===== config.mk =====
export PLATFORM = sky130hd
export DESIGN_NAME = bus_transaction_queue_manager_top
export DESIGN_NICKNAME = d
export VERILOG_FILES = /design/src/rtl/btqm_pkg.sv /design/src/rtl/btqm_ram.sv /design/src/rtl/btqm_ctrl.sv /design/src/rtl/bus_transaction_queue_manager_top.sv
export SDC_FILE = /design/constraint.sdc
export NUM_CORES = 1
export LEC_CHECK = 0
export BUFFER_PORTS_ARGS = -buffer_cell sky130_fd_sc_hd__clkbuf_2
export CORE_MARGIN = 2
export CORE_UTILIZATION = 33
export DETAILED_ROUTE_END_ITERATION = 6
export PLACE_DENSITY = 0.6
export SYNTH_ARGS = -nofsm -noshare
export SYNTH_HDL_FRONTEND = slang
export SYNTH_HIERARCHICAL = 1
export SYNTH_SLANG_ARGS = --single-unit

===== constraint.sdc =====
create_clock -name clk_i -period 6.6 [get_ports clk_i]
set_clock_uncertainty 0.1 [all_clocks]
set_input_delay 1.32 -clock clk_i [delete_from_list [all_inputs] [get_ports clk_i]]
set_output_delay 1.32 -clock clk_i [all_outputs]
set_load 0.05 [all_outputs]

===== src/rtl/btqm_pkg.sv =====
// ----------------------------------------------------------------------------
// btqm_pkg
// Types, sizes, operation codes and ring helpers of the bus transaction queue
// ----------------------------------------------------------------------------
package btqm_pkg;

  // sizing
  localparam int unsigned QUEUE_DEPTH = 4;
  localparam int unsigned BUS_COUNT   = 2;
  localparam int unsigned COOKIE_W    = 16;
  localparam int unsigned HANDLE_W    = 32;

  localparam int unsigned PTR_W     = (QUEUE_DEPTH > 1) ? $clog2(QUEUE_DEPTH) : 1;
  localparam int unsigned CNT_W     = $clog2(QUEUE_DEPTH + 1);
  localparam int unsigned BUS_IDX_W = (BUS_COUNT > 1) ? $clog2(BUS_COUNT) : 1;
  localparam int unsigned ADDR_W    = BUS_IDX_W + PTR_W;
  localparam int unsigned RAM_DEPTH = 2 ** ADDR_W;

  // operation codes
  typedef enum logic [1:0] {
    FUNC_QUEUE    = 2'd0,
    FUNC_CANCEL   = 2'd1,
    FUNC_COMPLETE = 2'd2,
    FUNC_RESERVE  = 2'd3
  } func_e;

  // result codes
  typedef enum logic [1:0] {
    RC_OK       = 2'd0,
    RC_NOTADDED = 2'd1,
    RC_BUSY     = 2'd2,
    RC_NOTFOUND = 2'd3
  } rc_e;

  // queue modes
  localparam logic [1:0] MODE_ADD       = 2'd0;
  localparam logic [1:0] MODE_IF_ABSENT = 2'd1;
  localparam logic [1:0] MODE_REPLACE   = 2'd2;

  // request from the sequencer to the entry memories
  typedef struct packed {
    logic                cookie_we;
    logic                handle_we;
    logic [ADDR_W-1:0]   waddr;
    logic [COOKIE_W-1:0] wcookie;
    logic [HANDLE_W-1:0] whandle;
    logic [ADDR_W-1:0]   raddr;
  } mem_req_t;

  // physical slot of a queue position, offset from the head modulo the depth
  function automatic logic [PTR_W-1:0] ring_pos(logic [PTR_W-1:0] head,
                                                logic [CNT_W-1:0] off);
    logic [CNT_W:0] sum;
    sum = (CNT_W+1)'(head) + (CNT_W+1)'(off);
    if (sum >= (CNT_W+1)'(QUEUE_DEPTH)) begin
      sum = sum - (CNT_W+1)'(QUEUE_DEPTH);
    end
    return sum[PTR_W-1:0];
  endfunction

endpackage


===== src/rtl/btqm_ram.sv =====
// ----------------------------------------------------------------------------
// btqm_ram
// Generic simple dual-port RAM, one write and one registered read port
// ----------------------------------------------------------------------------
module btqm_ram #(
  parameter int unsigned WIDTH = 16,
  parameter int unsigned DEPTH = 16
) (
  input  logic                     clk_i,
  input  logic                     we_i,
  input  logic [$clog2(DEPTH)-1:0] waddr_i,
  input  logic [WIDTH-1:0]         wdata_i,
  input  logic [$clog2(DEPTH)-1:0] raddr_i,
  output logic [WIDTH-1:0]         rdata_o
);

  logic [WIDTH-1:0] mem_q [DEPTH];

  // write port and registered read port
  always_ff @(posedge clk_i) begin
    if (we_i) begin
      mem_q[waddr_i] <= wdata_i;
    end
    rdata_o <= mem_q[raddr_i];
  end

endmodule


===== src/rtl/btqm_ctrl.sv =====
// ----------------------------------------------------------------------------
// btqm_ctrl
// Request sequencer: per-bus ring pointers, cookie scan, entry shift, results
// ----------------------------------------------------------------------------
module btqm_ctrl (
  input  logic                          clk_i,
  input  logic                          rst_ni,
  input  logic                          start,
  output logic                          busy,
  input  logic [1:0]                    func_i,
  input  logic                          bus_i,
  input  logic [15:0]                   cookie_i,
  input  logic [1:0]                    queue_mode_i,
  input  logic [31:0]                   descriptor_handle_i,
  input  logic [31:0]                   next_handle_i,
  input  logic                          status_i,
  input  logic [15:0]                   cookie_count_i,
  output logic                          done_o,
  output logic [1:0]                    result_code_o,
  output logic                          submit_valid_o,
  output logic [31:0]                   submit_handle_o,
  output logic [15:0]                   first_cookie_o,
  output logic                          retired_o,
  output logic                          skip_rest_o,
  output btqm_pkg::mem_req_t            mem_req_o,
  input  logic [btqm_pkg::COOKIE_W-1:0] rd_cookie_i,
  input  logic [btqm_pkg::HANDLE_W-1:0] rd_handle_i
);

  import btqm_pkg::*;

  typedef enum logic [1:0] {
    ST_IDLE,
    ST_SCAN,
    ST_SHIFT,
    ST_HEAD
  } st_e;

  st_e                 state_q, state_d;
  logic [CNT_W-1:0]    count_q [BUS_COUNT];
  logic [CNT_W-1:0]    count_d [BUS_COUNT];
  logic [PTR_W-1:0]    head_q  [BUS_COUNT];
  logic [PTR_W-1:0]    head_d  [BUS_COUNT];
  logic [COOKIE_W-1:0] nfc_q   [BUS_COUNT];
  logic [COOKIE_W-1:0] nfc_d   [BUS_COUNT];

  // latched request
  func_e               func_q, func_d;
  logic [BUS_IDX_W-1:0] bus_q, bus_d;
  logic [COOKIE_W-1:0] cookie_q, cookie_d;
  logic [1:0]          mode_q, mode_d;
  logic [HANDLE_W-1:0] desc_q, desc_d;
  logic                skip_q, skip_d;

  // scan and shift pointers
  logic [CNT_W-1:0]    idx_q, idx_d;
  logic                pend_q, pend_d;
  logic [CNT_W-1:0]    pend_idx_q, pend_idx_d;

  // registered result
  logic                done_q, done_d;
  rc_e                 rc_q, rc_d;
  logic                sv_q, sv_d;
  logic [HANDLE_W-1:0] sh_q, sh_d;
  logic [COOKIE_W-1:0] fc_q, fc_d;
  logic                ret_q, ret_d;
  logic                skp_q, skp_d;

  // combinational helpers
  logic [BUS_IDX_W-1:0] bidx_in;
  logic [BUS_IDX_W-1:0] cur_bus;
  logic                 bus_ok;
  logic [CNT_W-1:0]     n;
  logic [PTR_W-1:0]     hd;
  logic                 match;
  logic                 fin;
  rc_e                  f_rc;
  logic                 f_sv;
  logic [HANDLE_W-1:0]  f_sh;
  logic [COOKIE_W-1:0]  f_fc;
  logic                 f_ret;
  logic                 f_skip;

  assign bidx_in = BUS_IDX_W'(bus_i);
  assign bus_ok  = (32'(bus_i) < BUS_COUNT);
  assign cur_bus = (state_q == ST_IDLE) ? bidx_in : bus_q;
  assign n       = count_q[cur_bus];
  assign hd      = head_q[cur_bus];
  assign match   = pend_q && (rd_cookie_i == cookie_q);
  assign busy    = (state_q != ST_IDLE);

  // next state, memory requests and result
  always_comb begin
    state_d    = state_q;
    count_d    = count_q;
    head_d     = head_q;
    nfc_d      = nfc_q;
    func_d     = func_q;
    bus_d      = bus_q;
    cookie_d   = cookie_q;
    mode_d     = mode_q;
    desc_d     = desc_q;
    skip_d     = skip_q;
    idx_d      = idx_q;
    pend_d     = pend_q;
    pend_idx_d = pend_idx_q;
    done_d     = 1'b0;
    rc_d       = rc_q;
    sv_d       = sv_q;
    sh_d       = sh_q;
    fc_d       = fc_q;
    ret_d      = ret_q;
    skp_d      = skp_q;

    fin    = 1'b0;
    f_rc   = RC_NOTFOUND;
    f_sv   = 1'b0;
    f_sh   = '0;
    f_fc   = '0;
    f_ret  = 1'b0;
    f_skip = 1'b0;

    mem_req_o           = '0;
    mem_req_o.wcookie   = cookie_q;
    mem_req_o.whandle   = desc_q;

    case (state_q)
      ST_IDLE: begin
        if (start) begin
          func_d   = func_e'(func_i);
          bus_d    = bidx_in;
          cookie_d = cookie_i;
          mode_d   = queue_mode_i;
          desc_d   = descriptor_handle_i;
          idx_d    = '0;
          pend_d   = 1'b0;
          if (!bus_ok) begin
            fin = 1'b1;
          end else begin
            case (func_e'(func_i))
              FUNC_QUEUE: begin
                if (queue_mode_i != MODE_ADD) begin
                  state_d = ST_SCAN;
                end else if (n >= CNT_W'(QUEUE_DEPTH)) begin
                  fin  = 1'b1;
                  f_rc = RC_BUSY;
                end else begin
                  // append at the tail
                  mem_req_o.cookie_we = 1'b1;
                  mem_req_o.handle_we = 1'b1;
                  mem_req_o.waddr     = {bidx_in, ring_pos(hd, n)};
                  mem_req_o.wcookie   = cookie_i;
                  mem_req_o.whandle   = descriptor_handle_i;
                  count_d[bidx_in]    = n + CNT_W'(1);
                  fin  = 1'b1;
                  f_rc = RC_OK;
                  if (n == '0) begin
                    f_sv = 1'b1;
                    f_sh = descriptor_handle_i;
                  end
                end
              end
              FUNC_CANCEL: begin
                if (n == '0) begin
                  fin = 1'b1;
                end else begin
                  state_d = ST_SCAN;
                end
              end
              FUNC_COMPLETE: begin
                if (n == '0) begin
                  fin = 1'b1;
                end else if (!status_i && (next_handle_i != '0)) begin
                  // head moves on to its next descriptor
                  mem_req_o.handle_we = 1'b1;
                  mem_req_o.waddr     = {bidx_in, hd};
                  mem_req_o.whandle   = next_handle_i;
                  fin  = 1'b1;
                  f_rc = RC_OK;
                  f_sv = 1'b1;
                  f_sh = next_handle_i;
                end else begin
                  // head retires, fetch the following entry if any
                  count_d[bidx_in] = n - CNT_W'(1);
                  head_d[bidx_in]  = ring_pos(hd, CNT_W'(1));
                  skip_d           = status_i && (next_handle_i != '0);
                  if (n > CNT_W'(1)) begin
                    mem_req_o.raddr = {bidx_in, ring_pos(hd, CNT_W'(1))};
                    state_d         = ST_HEAD;
                  end else begin
                    fin    = 1'b1;
                    f_rc   = RC_OK;
                    f_ret  = 1'b1;
                    f_skip = status_i && (next_handle_i != '0);
                  end
                end
              end
              FUNC_RESERVE: begin
                nfc_d[bidx_in] = nfc_q[bidx_in] + cookie_count_i;
                fin  = 1'b1;
                f_rc = RC_OK;
                f_fc = nfc_q[bidx_in];
              end
              default: begin
                fin = 1'b1;
              end
            endcase
          end
        end
      end

      // pipelined cookie scan from the head, one read per cycle
      ST_SCAN: begin
        if (match) begin
          pend_d = 1'b0;
          if (func_q == FUNC_QUEUE) begin
            fin = 1'b1;
            if ((mode_q == MODE_REPLACE) && (pend_idx_q != '0)) begin
              mem_req_o.handle_we = 1'b1;
              mem_req_o.waddr     = {bus_q, ring_pos(hd, pend_idx_q)};
              f_rc = RC_OK;
            end else begin
              f_rc = RC_NOTADDED;
            end
          end else if (pend_idx_q == '0) begin
            fin  = 1'b1;
            f_rc = RC_BUSY;
          end else begin
            // close the gap behind the cancelled entry
            idx_d   = pend_idx_q + CNT_W'(1);
            state_d = ST_SHIFT;
          end
        end else if (idx_q < n) begin
          mem_req_o.raddr = {bus_q, ring_pos(hd, idx_q)};
          pend_d          = 1'b1;
          pend_idx_d      = idx_q;
          idx_d           = idx_q + CNT_W'(1);
        end else begin
          pend_d = 1'b0;
          fin    = 1'b1;
          if (func_q == FUNC_QUEUE) begin
            if (n >= CNT_W'(QUEUE_DEPTH)) begin
              f_rc = RC_BUSY;
            end else begin
              mem_req_o.cookie_we = 1'b1;
              mem_req_o.handle_we = 1'b1;
              mem_req_o.waddr     = {bus_q, ring_pos(hd, n)};
              count_d[bus_q]      = n + CNT_W'(1);
              f_rc = RC_OK;
              if (n == '0) begin
                f_sv = 1'b1;
                f_sh = desc_q;
              end
            end
          end
        end
      end

      // move each later entry one place toward the head
      ST_SHIFT: begin
        if (pend_q) begin
          mem_req_o.cookie_we = 1'b1;
          mem_req_o.handle_we = 1'b1;
          mem_req_o.waddr     = {bus_q, ring_pos(hd, pend_idx_q)};
          mem_req_o.wcookie   = rd_cookie_i;
          mem_req_o.whandle   = rd_handle_i;
        end
        if (idx_q < n) begin
          mem_req_o.raddr = {bus_q, ring_pos(hd, idx_q)};
          pend_d          = 1'b1;
          pend_idx_d      = idx_q - CNT_W'(1);
          idx_d           = idx_q + CNT_W'(1);
        end else begin
          pend_d         = 1'b0;
          count_d[bus_q] = n - CNT_W'(1);
          fin            = 1'b1;
          f_rc           = RC_OK;
        end
      end

      // new head handle is back from memory
      ST_HEAD: begin
        fin    = 1'b1;
        f_rc   = RC_OK;
        f_sv   = 1'b1;
        f_sh   = rd_handle_i;
        f_ret  = 1'b1;
        f_skip = skip_q;
      end

      default: begin
        state_d = ST_IDLE;
      end
    endcase

    // present the result for one cycle
    if (fin) begin
      state_d = ST_IDLE;
      done_d  = 1'b1;
      rc_d    = f_rc;
      sv_d    = f_sv;
      sh_d    = f_sh;
      fc_d    = f_fc;
      ret_d   = f_ret;
      skp_d   = f_skip;
    end
  end

  // state, per-bus pointers and registered outputs
  always_ff @(posedge clk_i or negedge rst_ni) begin
    if (!rst_ni) begin
      state_q    <= ST_IDLE;
      for (int b = 0; b < BUS_COUNT; b++) begin
        count_q[b] <= '0;
        head_q[b]  <= '0;
        nfc_q[b]   <= COOKIE_W'(1);
      end
      func_q     <= FUNC_QUEUE;
      bus_q      <= '0;
      cookie_q   <= '0;
      mode_q     <= MODE_ADD;
      desc_q     <= '0;
      skip_q     <= 1'b0;
      idx_q      <= '0;
      pend_q     <= 1'b0;
      pend_idx_q <= '0;
      done_q     <= 1'b0;
      rc_q       <= RC_OK;
      sv_q       <= 1'b0;
      sh_q       <= '0;
      fc_q       <= '0;
      ret_q      <= 1'b0;
      skp_q      <= 1'b0;
    end else begin
      state_q    <= state_d;
      count_q    <= count_d;
      head_q     <= head_d;
      nfc_q      <= nfc_d;
      func_q     <= func_d;
      bus_q      <= bus_d;
      cookie_q   <= cookie_d;
      mode_q     <= mode_d;
      desc_q     <= desc_d;
      skip_q     <= skip_d;
      idx_q      <= idx_d;
      pend_q     <= pend_d;
      pend_idx_q <= pend_idx_d;
      done_q     <= done_d;
      rc_q       <= rc_d;
      sv_q       <= sv_d;
      sh_q       <= sh_d;
      fc_q       <= fc_d;
      ret_q      <= ret_d;
      skp_q      <= skp_d;
    end
  end

  assign done_o          = done_q;
  assign result_code_o   = rc_q;
  assign submit_valid_o  = sv_q;
  assign submit_handle_o = sh_q;
  assign first_cookie_o  = fc_q;
  assign retired_o       = ret_q;
  assign skip_rest_o     = skp_q;

endmodule


===== src/rtl/bus_transaction_queue_manager_top.sv =====
// ----------------------------------------------------------------------------
// bus_transaction_queue_manager_top
// Per-bus transaction queues held in cookie and handle RAMs
// ----------------------------------------------------------------------------
//  channel   direction  handshake           payload
//  request   in         start & !busy       func, bus, cookie, queue_mode,
//                                           descriptor_handle, next_handle,
//                                           status, cookie_count
//  result    out        done_o (one cycle)  result_code, submit_valid,
//                                           submit_handle, first_cookie,
//                                           retired, skip_rest
//
// Reserve, add-mode queue, failed lookups on an empty queue and a completion
// that continues the head give their result in the cycle after the request.
// A retire with a following entry first does one RAM read of the new head.
// Scanning requests do at most one RAM read per queued entry, from the head; a
// cancel that removes an entry then moves each later entry one place forward.
// Reset empties all queues and sets the cookie counters to 1; the RAMs are
// not cleared. busy drops in the cycle done_o is high; results cannot stall.
module bus_transaction_queue_manager_top (
  input  logic        clk_i,
  input  logic        rst_ni,
  input  logic        start,
  output logic        busy,
  input  logic [1:0]  func_i,
  input  logic        bus_i,
  input  logic [15:0] cookie_i,
  input  logic [1:0]  queue_mode_i,
  input  logic [31:0] descriptor_handle_i,
  input  logic [31:0] next_handle_i,
  input  logic        status_i,
  input  logic [15:0] cookie_count_i,
  output logic        done_o,
  output logic [1:0]  result_code_o,
  output logic        submit_valid_o,
  output logic [31:0] submit_handle_o,
  output logic [15:0] first_cookie_o,
  output logic        retired_o,
  output logic        skip_rest_o
);

  import btqm_pkg::*;

  mem_req_t            mem_req;
  logic [COOKIE_W-1:0] rd_cookie;
  logic [HANDLE_W-1:0] rd_handle;

  // sequencer
  btqm_ctrl u_ctrl (
    .clk_i               (clk_i),
    .rst_ni              (rst_ni),
    .start               (start),
    .busy                (busy),
    .func_i              (func_i),
    .bus_i               (bus_i),
    .cookie_i            (cookie_i),
    .queue_mode_i        (queue_mode_i),
    .descriptor_handle_i (descriptor_handle_i),
    .next_handle_i       (next_handle_i),
    .status_i            (status_i),
    .cookie_count_i      (cookie_count_i),
    .done_o              (done_o),
    .result_code_o       (result_code_o),
    .submit_valid_o      (submit_valid_o),
    .submit_handle_o     (submit_handle_o),
    .first_cookie_o      (first_cookie_o),
    .retired_o           (retired_o),
    .skip_rest_o         (skip_rest_o),
    .mem_req_o           (mem_req),
    .rd_cookie_i         (rd_cookie),
    .rd_handle_i         (rd_handle)
  );

  // entry cookies
  btqm_ram #(
    .WIDTH (COOKIE_W),
    .DEPTH (RAM_DEPTH)
  ) u_cookie_ram (
    .clk_i   (clk_i),
    .we_i    (mem_req.cookie_we),
    .waddr_i (mem_req.waddr),
    .wdata_i (mem_req.wcookie),
    .raddr_i (mem_req.raddr),
    .rdata_o (rd_cookie)
  );

  // entry descriptor handles
  btqm_ram #(
    .WIDTH (HANDLE_W),
    .DEPTH (RAM_DEPTH)
  ) u_handle_ram (
    .clk_i   (clk_i),
    .we_i    (mem_req.handle_we),
    .waddr_i (mem_req.waddr),
    .wdata_i (mem_req.whandle),
    .raddr_i (mem_req.raddr),
    .rdata_o (rd_handle)
  );

endmodule


; Word-level counts from Yosys, hierarchy flattened
; Memory sizes are Yosys's and may differ from the RTL's. A register that Yosys moved wholly into a read port is not among the register bits.
; Cells that the tools add are included.
[totals]
mem_count = 2
ram_bits = 384
elab_cells = 283
regBits = 159
output_inout_bits = 55
in_bits = 105
[classes]
order_cmp = 12
mux = 167
bitwise = 5
reduce_logical = 27
n_addsub = 14
n_eq_ne = 33
[mem_list]
columns = memory, depth, word_bits, rd, rd_clocked_by_memory_dff, write_ports, line
row1 = u_handle_ram.mem_q, 8, 32, 1, 1, 1, btqm_ram.sv:17  ; logic [WIDTH-1:0] mem_q [DEPTH];
row2 = u_cookie_ram.mem_q, 8, 16, 1, 1, 1, btqm_ram.sv:17
[op_table]
columns = op, count
row1 = 32-bit two-way mux, 12
row2 = 53-bit two-way mux, 3
row3 = 16-bit two-way mux, 8
row4 = 32-bit case mux with 2 select lines, 2
row5 = 32-bit case mux with 3 select lines, 1
row6 = 48-bit case mux with 2 select lines, 1
row7 = 2-bit two-way mux, 34
row8 = 6-bit two-way mux, 10
row9 = 56-bit two-way mux, 1
row10 = 3-bit two-way mux, 18
row11 = 1-bit two-way mux, 40
row12 = 35-bit two-way mux, 1
row13 = 32-bit bitwise mux, 1
row14 = 32-bit nonzero test, 1
row15 = 6-bit bitwise mux, 4
row16 = 3-bit != test (second input constant), 7
row17 = 4-bit two-way mux, 5
row18 = 4-bit by 3-bit != test with 1-bit output (second input constant), 5
row19 = 3-bit case mux with 3 select lines, 2
row20 = 6-bit case mux with 3 select lines, 1
row21 = 16-bit adder, 1
row22 = 16-bit demux with 1-bit select, 1
row23 = 16-bit equality test, 1
row24 = 5-bit two-way mux, 3
row25 = 45 further kinds, 95

; Depth between registers and ports, before layout
[depth]
word_depth = 17
ltp_mapped = 18
mapped_depth_nobuf = 15

; Cells and area by module
; Netlist, hierarchy kept.
[modules_own_cells]
columns = mod, seq_area_each_um2, cells_per_inst, n_inst, area_per_inst_um2
row1 = btqm_ctrl, 3981.3, 1239, 1, 10639.0
row2 = btqm_ram at u_handle_ram, 8328.0, 415, 1, 10466.3
row3 = btqm_ram at u_cookie_ram, 4164.0, 214, 1, 5293.8

; Least setup slack after synthesis
; No wires, ideal clock.
[synth_path]
path_kind = in2reg
startpoint = input port bus_i
endpoint = memory u_handle_ram/mem_q[4][0] (netlist bit) (enable)
arrival_ns = 5.873
path_stages = 12
setup_slack_ns = 0.167
required_time_ns = 6.039
path_buffers = 2
setup_ns = 0.461
cell_sequence = buf_2 -> mux2i_1 -> buf_4 -> a21oi_1 -> ha_1 -> nor2b_1 -> mux2_4 -> nor3_1 -> a21oi_1 -> o32ai_1 -> nand2_1 -> nor3_1
[synth_lines]
columns = item, line
row1 = start: declaration, bus_transaction_queue_manager_top.sv:26  ; input logic bus_i,
row2 = end: declaration, btqm_ram.sv:17

==> run summary <==
end of the worst register-to-register path: u_handle_ram/rdata_o[6]
TNS Setup: 0 ns
Power Total: 0.0149 W
total I/O pin count: 160
die area: 82300 um^2
Worst-path clk slew: 0.06 ns
synthesized flop and latch total: 591
Netlist cell types: 72
WP data required: 7.03 ns
PortBufs: 159
leakage power: 11.3 nW
initial DRC count: 1895
PwrDens: 487 nW/um^2
Post-CTS Repair Setup Buffers: 0
Routability Congestion: 0.900
Slew HR: 19.6%
Worst-Margin Slew: 1.20 ns
CP delay by family, top: multiplexers
core area: 79100 um^2
post-detailed-route via-to-cell ratio: 5.47
layout cells sized above 1: 22.5%
worst skew pair latency: 0.64 ns
hold_buf cts: 0
Die W: 287 um
RSZ-0062 raised after global routing: no
hpwl dp: 42900 um
CTS tree: built
gr usage total: 16.7%
Buf/Inv on CP: 4
GR Overflow Total: 0
Peak Freq: 0.188 GHz
initial antenna violation count: 4
cts repair resizes: 0
first-pass GRT wire length: 106000 um
Cell Area, Synth: 26400 um^2
Max Cap Viol: 0
total iterations of the first detailed-routing run: 7
synth warn: 6
Syn-to-layout area delta: 15.7%
number of buffers created by CTS: 60
DRC violations left: 0
clock buffer depth: 3
top cell type's share of synthesized area: 43.7%
reg2reg path depth: 16
antenna-violating nets left: 0
Worst R2R Start: u_ctrl/state_q[0]
synth cell count leaders: edfxtp_1, nand2_1, dfrtp_1
via count: 17105
syn avg cell area: 14.1 um^2
Min-Delay Endpoint: u_ctrl/nfc_q[16]
final setup fails: 0
die span in y: 287 um
post-synthesis sequential area ratio: 62.4%
hold depth: 2
CTS root buf: clkbuf_16
CP peak stage delay: 0.64 ns
WP depth: 16
Mapped Nets: 2007
Post-synth top flop: edfxtp_1
crit-path cells: inv_1, ha_2, mux2i_1, buf_4, a21oi_1, buf_4, ha_1, nor2b_1, mux2_4, nor3_1, and2b_1, nand3_1, a21oi_4, buf_4, mux4_1, mux2_2
CP Launch Type: register
Hold Vio Cnt, Final: 0
fin crit period: 5.31 ns
top-count cell post-synth: edfxtp_1
drt total wl: 69800 um
min setup slack post-route: 1.29 ns
fraction of registers with async set/reset: 26.9%
Min-Delay Startpoint: u_ctrl/nfc_q[16]
Placement Setup Slack: 0.764 ns
# rows: 103
H-tree lvl count: 2
worst endpoint data arrival time: 5.73 ns
crit path max fanout: 34
# nets final: 2163
Num Clock Sinks: 591
Mapped Cells: 1868
status: finished, final reports clean
routed len/inst: 22.3 um
vias in the first global route: 17237
Worst Setup End Kind: register
Tightest Hold Check Type: register to register
max-slew violations: 0
R2R Setup Slk: 1.29 ns
final worst path period share: 80.4%
Max IR drop VDD: 0.000248 V
largest net degree at the start of global routing: 91
Initial Utilization: 33.4%
Post-synth EDFFs: 384
crit path kind: register to register
synth top area cells: edfxtp_1, dfrtp_1, mux4_1
Worst path slowest cell: mux4_1
post-synth top area cell: edfxtp_1
CP most frequent cell: buf_4
-- sequential cells by signal, summed over array words and instances (netlist names), 3 cells and up --
signal	cells
u_ctrl/head_q	4
u_handle_ram/rdata_o	32
u_cookie_ram/rdata_o	16
u_ctrl/pend_idx_q	3
u_ctrl/first_cookie_o	16
u_ctrl/idx_q	3
u_ctrl/submit_handle_o	32
u_handle_ram/mem_q	256
u_ctrl/cookie_q	16
u_ctrl/nfc_q	32
u_ctrl/desc_q	32
u_cookie_ram/mem_q	128
u_ctrl/count_q	6
-- power by group --
| part | internal, W | switching [W] | leakage (nW) |
|---|---|---|---|
| clock | 0.00205 | 0.00144 | 0.988 |
| sequential | 0.00527 | 0.000541 | 5.87 |
| combinational | 0.00202 | 0.00357 | 4.49 |
-- logic make-up after synthesis --
kind of cell    synth area share [%]
buf+inv                         3.59
flops                           62.4
simple gates                    7.17
fa+ha+maj                       1.64
mux                             14.2
compound gates                  9.62
xor+xnor                        1.43
-- cell type report --
cell class              instances  area [um^2]
fillers                      7392        48600
flip-flops and latches        591        16500
multi-input cells            1063         9120
clock buffers                  77         1620
well taps                    1050         1310
repair buffers                208         1220
clock inverters                37          439
inverters                     100          375
diodes                          1         2.50
-- placed cells by master, fill, tap and decap left out, types with 11 or more instances in the layout --
cell | synthesis | final
clkbuf_16 | 0 | 60
o2bb2ai_1 | 33 | 33
dfrtp_1 | 157 | 157
mux2_2 | 106 | 106
xor2_1 | 12 | 12
nand3_1 | 20 | 20
dfxtp_1 | 48 | 48
buf_4 | 7 | 45
mux2i_1 | 11 | 11
o21ai_0 | 48 | 48
a31oi_1 | 38 | 38
clkinv_1 | 2 | 14
xnor2_1 | 31 | 31
nand4_1 | 24 | 24
a222oi_1 | 79 | 79
mux4_1 | 68 | 68
a22oi_1 | 35 | 35
nor4_1 | 11 | 11
edfxtp_1 | 384 | 384
nand2b_1 | 11 | 11
ha_1 | 33 | 32
nor2_1 | 88 | 78
clkbuf_1 | 52 | 12
clkbuf_2 | 2 | 158
mux4_2 | 28 | 28
a21oi_1 | 39 | 36
nand2_1 | 243 | 242
inv_1 | 97 | 97
-- tightest hold or removal path, delay by kind of cell (launching register included) --
kind | cells | cell delay (ns)
flip-flops | 1 | 0.37
AND/OR/NAND/NOR | 2 | 0.10
-- stage by stage --
stage | instances | utilization [%] | instance area (um^2) | hold WS, ns
2_1_floorplan | 1868 | - | 26400 | 0.337
3_3_place_gp | 3012 | 36.0 | 28500 | 0.347
3_5_place_dp | 3012 | 36.0 | 28500 | 0.359
4_1_cts | 3126 | 38.6 | 30600 | 0.370
5_1_grt | 3126 | 38.6 | 30600 | 0.403
6_report | 3127 | 38.6 | 30600 | 0.365
-- worst max-delay path by stage --
stage,startpoint,endpoint
finish,u_ctrl/state_q[0],u_handle_ram/rdata_o[6]
global route,u_ctrl/state_q[0],u_handle_ram/rdata_o[4]
CTS,u_ctrl/state_q[0],u_handle_ram/rdata_o[6]
detailed placement,bus_i,u_handle_ram/rdata_o[6]
global placement,bus_i,u_handle_ram/rdata_o[6]
floorplan,bus_i,u_handle_ram/mem_q[4][0]
-- layer usage --
layer,track usage [%],vias to the layer above,routed length [um]
met1,22.4,8655,29100
met3,3.23,113,5540
li1,-,7572,-
met2,27.5,763,33300
met4,5.16,2,1790
met5,0,-,8
Power figures use the tool's default switching activity.
